File: config.mk
export PLATFORM = sky130hd
export DESIGN_NAME = sorted_sequence_merger_top
export DESIGN_NICKNAME = d
export VERILOG_FILES = /design/src/design/sqm_pkg.sv /design/src/design/sqm_ctrl.sv /design/src/design/sqm_dp.sv /design/src/design/sorted_sequence_merger_top.sv
export SDC_FILE = /design/constraint.sdc
export NUM_CORES = 2
export LEC_CHECK = 0
export BUFFER_PORTS_ARGS = -buffer_cell sky130_fd_sc_hd__buf_2
export CAP_MARGIN = 5
export CORE_ASPECT_RATIO = 0.75
export CORE_MARGIN = 2
export CORE_UTILIZATION = 40
export DETAILED_ROUTE_END_ITERATION = 8
export SLEW_MARGIN = 20
export SYNTH_ARGS = -nofsm -noshare
export SYNTH_HDL_FRONTEND = slang
export SYNTH_HIERARCHICAL = 1
export SYNTH_SLANG_ARGS = --single-unit
File: constraint.sdc
create_clock -name clk -period 9.64 [get_ports clk]
set_input_delay 0.482 -clock clk [delete_from_list [all_inputs] [get_ports clk]]
set_output_delay 0.482 -clock clk [all_outputs]
set_load 0.01 [all_outputs]
File: src/design/sqm_pkg.sv
package sqm_pkg;

  localparam int SEQ_DEPTH = 32;
  localparam int IDX_W = (SEQ_DEPTH > 1) ? $clog2(SEQ_DEPTH) : 1;
  localparam int CNT_W = $clog2(SEQ_DEPTH + 1);
  localparam int DATA_W = 32;

  typedef enum logic [1:0] {
    KIND_APPEND_A = 2'd0,
    KIND_APPEND_B = 2'd1,
    KIND_MERGE    = 2'd2,
    KIND_NONE     = 2'd3
  } kind_t;

  typedef enum logic {
    ST_IDLE  = 1'b0,
    ST_MERGE = 1'b1
  } state_t;

  typedef struct packed {
    logic push_a;
    logic push_b;
    logic emit_empty;
    logic emit_a;
    logic emit_b;
    logic finish;
  } sqm_cmd_t;

  typedef struct packed {
    logic both_empty;
    logic a_more;
    logic b_more;
    logic a_le_b;
    logic one_left;
    logic out_free;
  } sqm_status_t;

endpackage

File: src/design/sqm_ctrl.sv
module sqm_ctrl
  import sqm_pkg::*;
(
  input  logic        clk,
  input  logic        rst,
  input  logic        in_valid,
  input  logic [1:0]  kind,
  input  sqm_status_t status,
  output logic        in_ready,
  output sqm_cmd_t    cmd
);

  state_t state;
  state_t state_next;
  kind_t  kind_in;
  logic   accept;
  logic   take_a;

  assign kind_in = kind_t'(kind);

  always_ff @(posedge clk) begin
    if (rst) begin
      state <= ST_IDLE;
    end else begin
      state <= state_next;
    end
  end

  always_comb begin
    state_next = state;
    cmd = '0;
    in_ready = 1'b0;
    accept = 1'b0;
    take_a = 1'b0;
    unique case (state)
      ST_IDLE: begin
        in_ready = (kind_in != KIND_MERGE) || status.out_free;
        accept = in_valid && in_ready;
        if (accept) begin
          unique case (kind_in)
            KIND_APPEND_A: cmd.push_a = 1'b1;
            KIND_APPEND_B: cmd.push_b = 1'b1;
            KIND_MERGE: begin
              if (status.both_empty) begin
                cmd.emit_empty = 1'b1;
              end else begin
                state_next = ST_MERGE;
              end
            end
            default: begin
            end
          endcase
        end
      end
      ST_MERGE: begin
        if (status.out_free) begin
          take_a = status.a_more && (!status.b_more || status.a_le_b);
          cmd.emit_a = take_a;
          cmd.emit_b = !take_a;
          if (status.one_left) begin
            cmd.finish = 1'b1;
            state_next = ST_IDLE;
          end
        end
      end
      default: begin
        state_next = ST_IDLE;
      end
    endcase
  end

endmodule

File: src/design/sqm_dp.sv
module sqm_dp
  import sqm_pkg::*;
(
  input  logic                     clk,
  input  logic                     rst,
  input  logic signed [DATA_W-1:0] value,
  input  sqm_cmd_t                 cmd,
  input  logic                     out_ready,
  output sqm_status_t              status,
  output logic                     out_valid,
  output logic signed [DATA_W-1:0] merged_value,
  output logic                     last,
  output logic                     empty_res,
  output logic                     dropped
);

  logic signed [DATA_W-1:0] mem_a [SEQ_DEPTH];
  logic signed [DATA_W-1:0] mem_b [SEQ_DEPTH];
  logic signed [DATA_W-1:0] head_a;
  logic signed [DATA_W-1:0] head_b;
  logic [CNT_W-1:0] count_a;
  logic [CNT_W-1:0] count_b;
  logic [CNT_W-1:0] ia;
  logic [CNT_W-1:0] ib;
  logic [CNT_W-1:0] ia_next;
  logic [CNT_W-1:0] ib_next;
  logic [CNT_W-1:0] ia_inc;
  logic [CNT_W-1:0] ib_inc;
  logic overflow_seen;
  logic full_a;
  logic full_b;

  localparam logic [CNT_W-1:0] DEPTH_CNT = CNT_W'(SEQ_DEPTH);
  localparam logic [CNT_W-1:0] ONE_CNT = CNT_W'(1);

  assign full_a = (count_a == DEPTH_CNT);
  assign full_b = (count_b == DEPTH_CNT);
  assign ia_inc = ia + ONE_CNT;
  assign ib_inc = ib + ONE_CNT;

  always_comb begin
    ia_next = ia;
    ib_next = ib;
    if (cmd.finish) begin
      ia_next = '0;
      ib_next = '0;
    end else if (cmd.emit_a) begin
      ia_next = ia_inc;
    end else if (cmd.emit_b) begin
      ib_next = ib_inc;
    end
  end

  assign status.both_empty = (count_a == '0) && (count_b == '0);
  assign status.a_more = (ia != count_a);
  assign status.b_more = (ib != count_b);
  assign status.a_le_b = (head_a <= head_b);
  assign status.one_left = ((ia_inc == count_a) && (ib == count_b)) ||
                           ((ia == count_a) && (ib_inc == count_b));
  assign status.out_free = !out_valid || out_ready;

  always_ff @(posedge clk) begin
    if (cmd.push_a && !full_a) begin
      mem_a[count_a[IDX_W-1:0]] <= value;
    end
    if (cmd.push_b && !full_b) begin
      mem_b[count_b[IDX_W-1:0]] <= value;
    end
    head_a <= mem_a[ia_next[IDX_W-1:0]];
    head_b <= mem_b[ib_next[IDX_W-1:0]];
  end

  always_ff @(posedge clk) begin
    if (rst) begin
      count_a <= '0;
      count_b <= '0;
      ia <= '0;
      ib <= '0;
      overflow_seen <= 1'b0;
    end else begin
      ia <= ia_next;
      ib <= ib_next;
      if (cmd.finish || cmd.emit_empty) begin
        count_a <= '0;
        count_b <= '0;
        overflow_seen <= 1'b0;
      end else begin
        if (cmd.push_a) begin
          if (full_a) begin
            overflow_seen <= 1'b1;
          end else begin
            count_a <= count_a + ONE_CNT;
          end
        end
        if (cmd.push_b) begin
          if (full_b) begin
            overflow_seen <= 1'b1;
          end else begin
            count_b <= count_b + ONE_CNT;
          end
        end
      end
    end
  end

  always_ff @(posedge clk) begin
    if (rst) begin
      out_valid <= 1'b0;
    end else if (cmd.emit_empty || cmd.emit_a || cmd.emit_b) begin
      out_valid <= 1'b1;
    end else if (out_ready) begin
      out_valid <= 1'b0;
    end
  end

  always_ff @(posedge clk) begin
    if (cmd.emit_empty) begin
      merged_value <= '0;
      last <= 1'b1;
      empty_res <= 1'b1;
      dropped <= overflow_seen;
    end else if (cmd.emit_a || cmd.emit_b) begin
      merged_value <= cmd.emit_a ? head_a : head_b;
      last <= cmd.finish;
      empty_res <= 1'b0;
      dropped <= cmd.finish && overflow_seen;
    end
  end

endmodule

File: src/design/sorted_sequence_merger_top.sv
// Two-way stable merge of two sorted sequences of signed 32-bit values.
// The input channel (in_valid, in_ready, kind, value) carries append items
// for sequence A or B and merge items; the output channel (out_valid,
// out_ready, merged_value, last, empty_res, dropped) carries the results.
// Appends are taken while no merge runs, and may follow back to back.
// A merge item, once accepted, puts the controller into its merge state,
// which loads the results into the output register, one result per cycle
// while the receiver takes them, with last on the final one; both
// sequence heads are read ahead from their stores so the merge loop
// emits at that rate. No item is accepted while a merge runs; a merge of
// two empty sequences gives one result marked empty, loaded at the
// accepting edge. Appends to a full sequence are dropped and reported on
// the last result of the next merge.
// When the receiver stalls, the result holds in the output register and
// the merge pauses; outside a merge, appends are accepted while it waits.
// Reset empties both sequences and clears the drop flag.
module sorted_sequence_merger_top
  import sqm_pkg::*;
(
  input  logic                     clk,
  input  logic                     rst,
  input  logic                     in_valid,
  output logic                     in_ready,
  input  logic [1:0]               kind,
  input  logic signed [DATA_W-1:0] value,
  output logic                     out_valid,
  input  logic                     out_ready,
  output logic signed [DATA_W-1:0] merged_value,
  output logic                     last,
  output logic                     empty_res,
  output logic                     dropped
);

  sqm_cmd_t    cmd;
  sqm_status_t status;

  sqm_ctrl u_ctrl (
    .clk      (clk),
    .rst      (rst),
    .in_valid (in_valid),
    .kind     (kind),
    .status   (status),
    .in_ready (in_ready),
    .cmd      (cmd)
  );

  sqm_dp u_dp (
    .clk          (clk),
    .rst          (rst),
    .value        (value),
    .cmd          (cmd),
    .out_ready    (out_ready),
    .status       (status),
    .out_valid    (out_valid),
    .merged_value (merged_value),
    .last         (last),
    .empty_res    (empty_res),
    .dropped      (dropped)
  );

endmodule

==> results.md <==
* Run status: finished clean
* Share of cells above drive strength 1 at 0.122
* Placed Instances at 8,306
* Worst min path class: primary input to flop
* DIE AREA at 219,000 µm²
* WP data required at 10.29 ns
* Worst path top cell family by delay: simple AND/OR/NAND/NOR gates
* Final period util at 0.738
* Initial drt markers at 7,259
* Number of synthesized flops with an enable pin at 2,049
* PwrDens at 195 nW/µm²
* Fillers at 18,600
* Worst-Margin Slew at 1.21 ns
* Largest net degree at the start of global routing at 153
* Final Hold Fails at 0
* Netlist Area Pre-Place at 86,200 µm²
* Kind of end point of the critical path: flop
* Tot GR Track Use at 0.229
* Vias in the first global route at 48,300
* Clk root buf: clkbuf_16
* WL final at 255 mm
* Most Crowded Layer GR: met1
* Critical path's slowest cell: nor4_2
* Die Y-Extent at 406 µm
* Routability congestion estimate at 0.835
* Wire length per cell at 29.3 µm
* Critical path arrival at 7.77 ns
* Top fanout value on the critical path at 53
* I/O pins at 75
* Initial core utilization at 0.402
* Min-delay src: in_valid
* Ys Warns at 6
* Worst IR drop on VDD at 164 µV
* CP max stage delay at 0.83 ns
* Slew margin rel. at 0.192
* Crit path kind: flop to flop
* Final Worst Setup Slack at 2.52 ns
* Post-synth net total at 5,691
* Final Max Slew Viols at 0
* Setup-failing EPs final at 0
* Commonest non-fill, non-tap cell in the layout: edfxtp_1
* Final global-route overflow total at 0
* Met1 Track Usage GR at 0.353
* Hold Path Stages at 3
* Ys flop type: edfxtp_1
* Fmax at 0.140 GHz
* Clock Sinks at 2,174
* # DRC at 0
* Skew final at 0.0550 ns
* Max clock buf depth at 3
* Met2 usage at 0.331
* CTS H-tree lvls at 4
* R2R Path End: u_dp/head_b[10]
* Initial DRT Pass Iterations at 6
* Setup Buffers After CTS at 0
* Place WS at 2.50 ns
* Clk Latency, worst-skew pair at 0.86 ns
* Reg clk slew, reported paths at 0.06 ns
* Row count at 147
* Hold slack at 0.105 ns
* ANT nets after route at 0
* Dpl hpwl at 138 mm
* Max Cap Viol at 0
* Core box area at 214,000 µm²
* P_leak at 0.0300 µW
* Most frequent cells in the layout: edfxtp_1 (2,049), nand2_1 (665), mux2i_1 (493)
* CTS tree: yes
* FF+latch count, synth at 2,174
* Post-synthesis sequential area ratio at 0.743
* Post-Syn Area per Cell at 15.4 µm²
* WP buf/inv at 3
* Non-Filler Instances at 8,703
* Cell depth of the worst flop-to-flop path at 16
* Met3 usage in global routing at 0.0443
* Vias at 51,200
* Critical Path Start Type: flop
* Inserted Clock Buffers at 209
* RSZ-0062 raised after global routing: false
* Syn-to-layout area delta at 12.7%
* Cell count after synthesis at 5,611
* Setup slack, reg-to-reg at 2.52 ns
* Reg2reg start: u_dp/head_b[31]
* Number of I/O port buffers at 74
* Ys async rst share at 0
* Initial antenna violation count at 19
* Final Util at 0.453
* Die width at 540 µm
* Hold worst-path end: u_ctrl/state
* Fin nets at 5,767
* First-pass GRT wire length at 362 mm
* Tmin final at 7.12 ns
* Vias per cell at 5.88
* Cell Chain, Critical Path: inv_1 -> ha_1 -> nand4_1 -> nor4_2 -> a21oi_1 -> mux2_2 -> nand2b_1 -> a21oi_4 -> buf_4 -> and4bb_1 -> a21o_4 -> buf_4 -> mux2i_1 -> a32oi_1 -> a31oi_1 -> nor4_2
* TNS Setup at 0 ns
* Unique masters post-synth at 73
[metal layers]
layer / part of all wire / wire length (µm)
met1: 0.44 / 113000
met2: 0.43 / 109000
met3: 0.11 / 27300
met4: 0.023 / 5980
met5: 0.00022 / 55
[power breakdown]
group	switching, µW	total (µW)	internal [µW]
Sequential	59.2	10400	10400
Combinational	309	410	101
Clock	3630	8090	4470
[worst min-delay path, stage by stage]
cell	delay (ns)
buf_2	0.17
nand4b_1	0.15
a2111oi_2	0.08
[state kept, by name, summed over array words and instances (netlist names), 6 cells and up]
register	count
u_dp/head_a	32
u_dp/mem_a	1024
u_dp/head_b	32
u_dp/ia	6
u_dp/ib	6
u_dp/count_b	6
u_dp/count_a	6
u_dp/mem_b	1024
u_dp/merged_value	32
[cells in the mapped netlist (5+ instances only)]
cell type	n	share of area
nand2_1	670	0.029
o22ai_1	64	0.0046
nor2_1	148	0.0064
a31oi_1	128	0.0093
o21ai_0	133	0.0077
o21a_1	251	0.022
nand2b_1	8	0.00058
or3_1	6	0.00044
buf_2	127	0.0074
a32oi_1	64	0.0065
and3_1	8	0.00058
nor4_1	5	0.00036
inv_1	44	0.0019
ha_1	42	0.0061
nand3b_1	8	0.00070
dfxtp_1	125	0.029
nand3_1	299	0.017
buf_4	38	0.0033
edfxtp_1	2049	0.71
a21o_1	5	0.00044
xnor2_1	15	0.0015
mux4_2	33	0.0086
a21oi_1	89	0.0052
a221oi_1	65	0.0066
a211oi_1	252	0.022
xor2_1	17	0.0017
clkbuf_1	180	0.0078
nand4_1	45	0.0033
nor2b_1	11	0.00080
nor3_1	57	0.0033
buf_1	29	0.0013
buf_6	12	0.0016
nor4_2	30	0.0044
mux2i_1	494	0.057
nor3b_1	5	0.00044
[repair_timing]
action | in CTS | in global routing
hold endpoints to repair | 5 | 0
gates resized for setup | 0 | 0
hold buffers | 1 | 0
[cell families after synthesis]
family / count (synthesis) / synth area share
xor gates and xnor gates: 32 / 0.00325
buffers and inverters: 431 / 0.0233
muxes: 532 / 0.0667
adders and majority gates: 42 / 0.00610
DFF: 2174 / 0.743
and+or+nand+nor: 1323 / 0.0702
AOI/OAI and AO/OA: 1077 / 0.0873
[stage by stage]
| stage | total power [µW] | instance area [µm²] |
|---|---|---|
| after floorplan | 10700 | 86200 |
| after global placement | 11000 | 90300 |
| after detailed placement | 11000 | 90300 |
| after CTS | 19000 | 97100 |
| after global routing | 19400 | 97100 |
| final | 18900 | 97100 |
[final cells by class]
type	instances	area, µm²	share of cell area
repair buffers	252	1880	0.0194
clock inverters	108	1050	0.0108
multi-input cells	3006	20700	0.213
clock buffers	283	5700	0.0587
flip-flops and latches	2174	64000	0.660
diodes	5	12.5	0.000129
inverters	44	165	0.00170
well taps	2831	3540	0.0365
[worst max-delay path by stage]
stage                                from                end  slack (ns)  cells past startpoint
after floorplan                   kind[1]  u_dp/mem_a[11][0]        5.14                      5
after global placement    u_dp/head_b[31]    u_dp/head_b[10]        2.42                     16
after detailed placement  u_dp/head_b[31]    u_dp/head_b[10]        2.50                     16
after CTS                 u_dp/head_b[31]    u_dp/head_b[10]        2.42                     16
after global routing      u_dp/head_b[31]    u_dp/head_b[10]        2.34                     16
final                     u_dp/head_b[31]    u_dp/head_b[10]        2.52                     16
No activity file was read; power rests on OpenSTA's default activity.
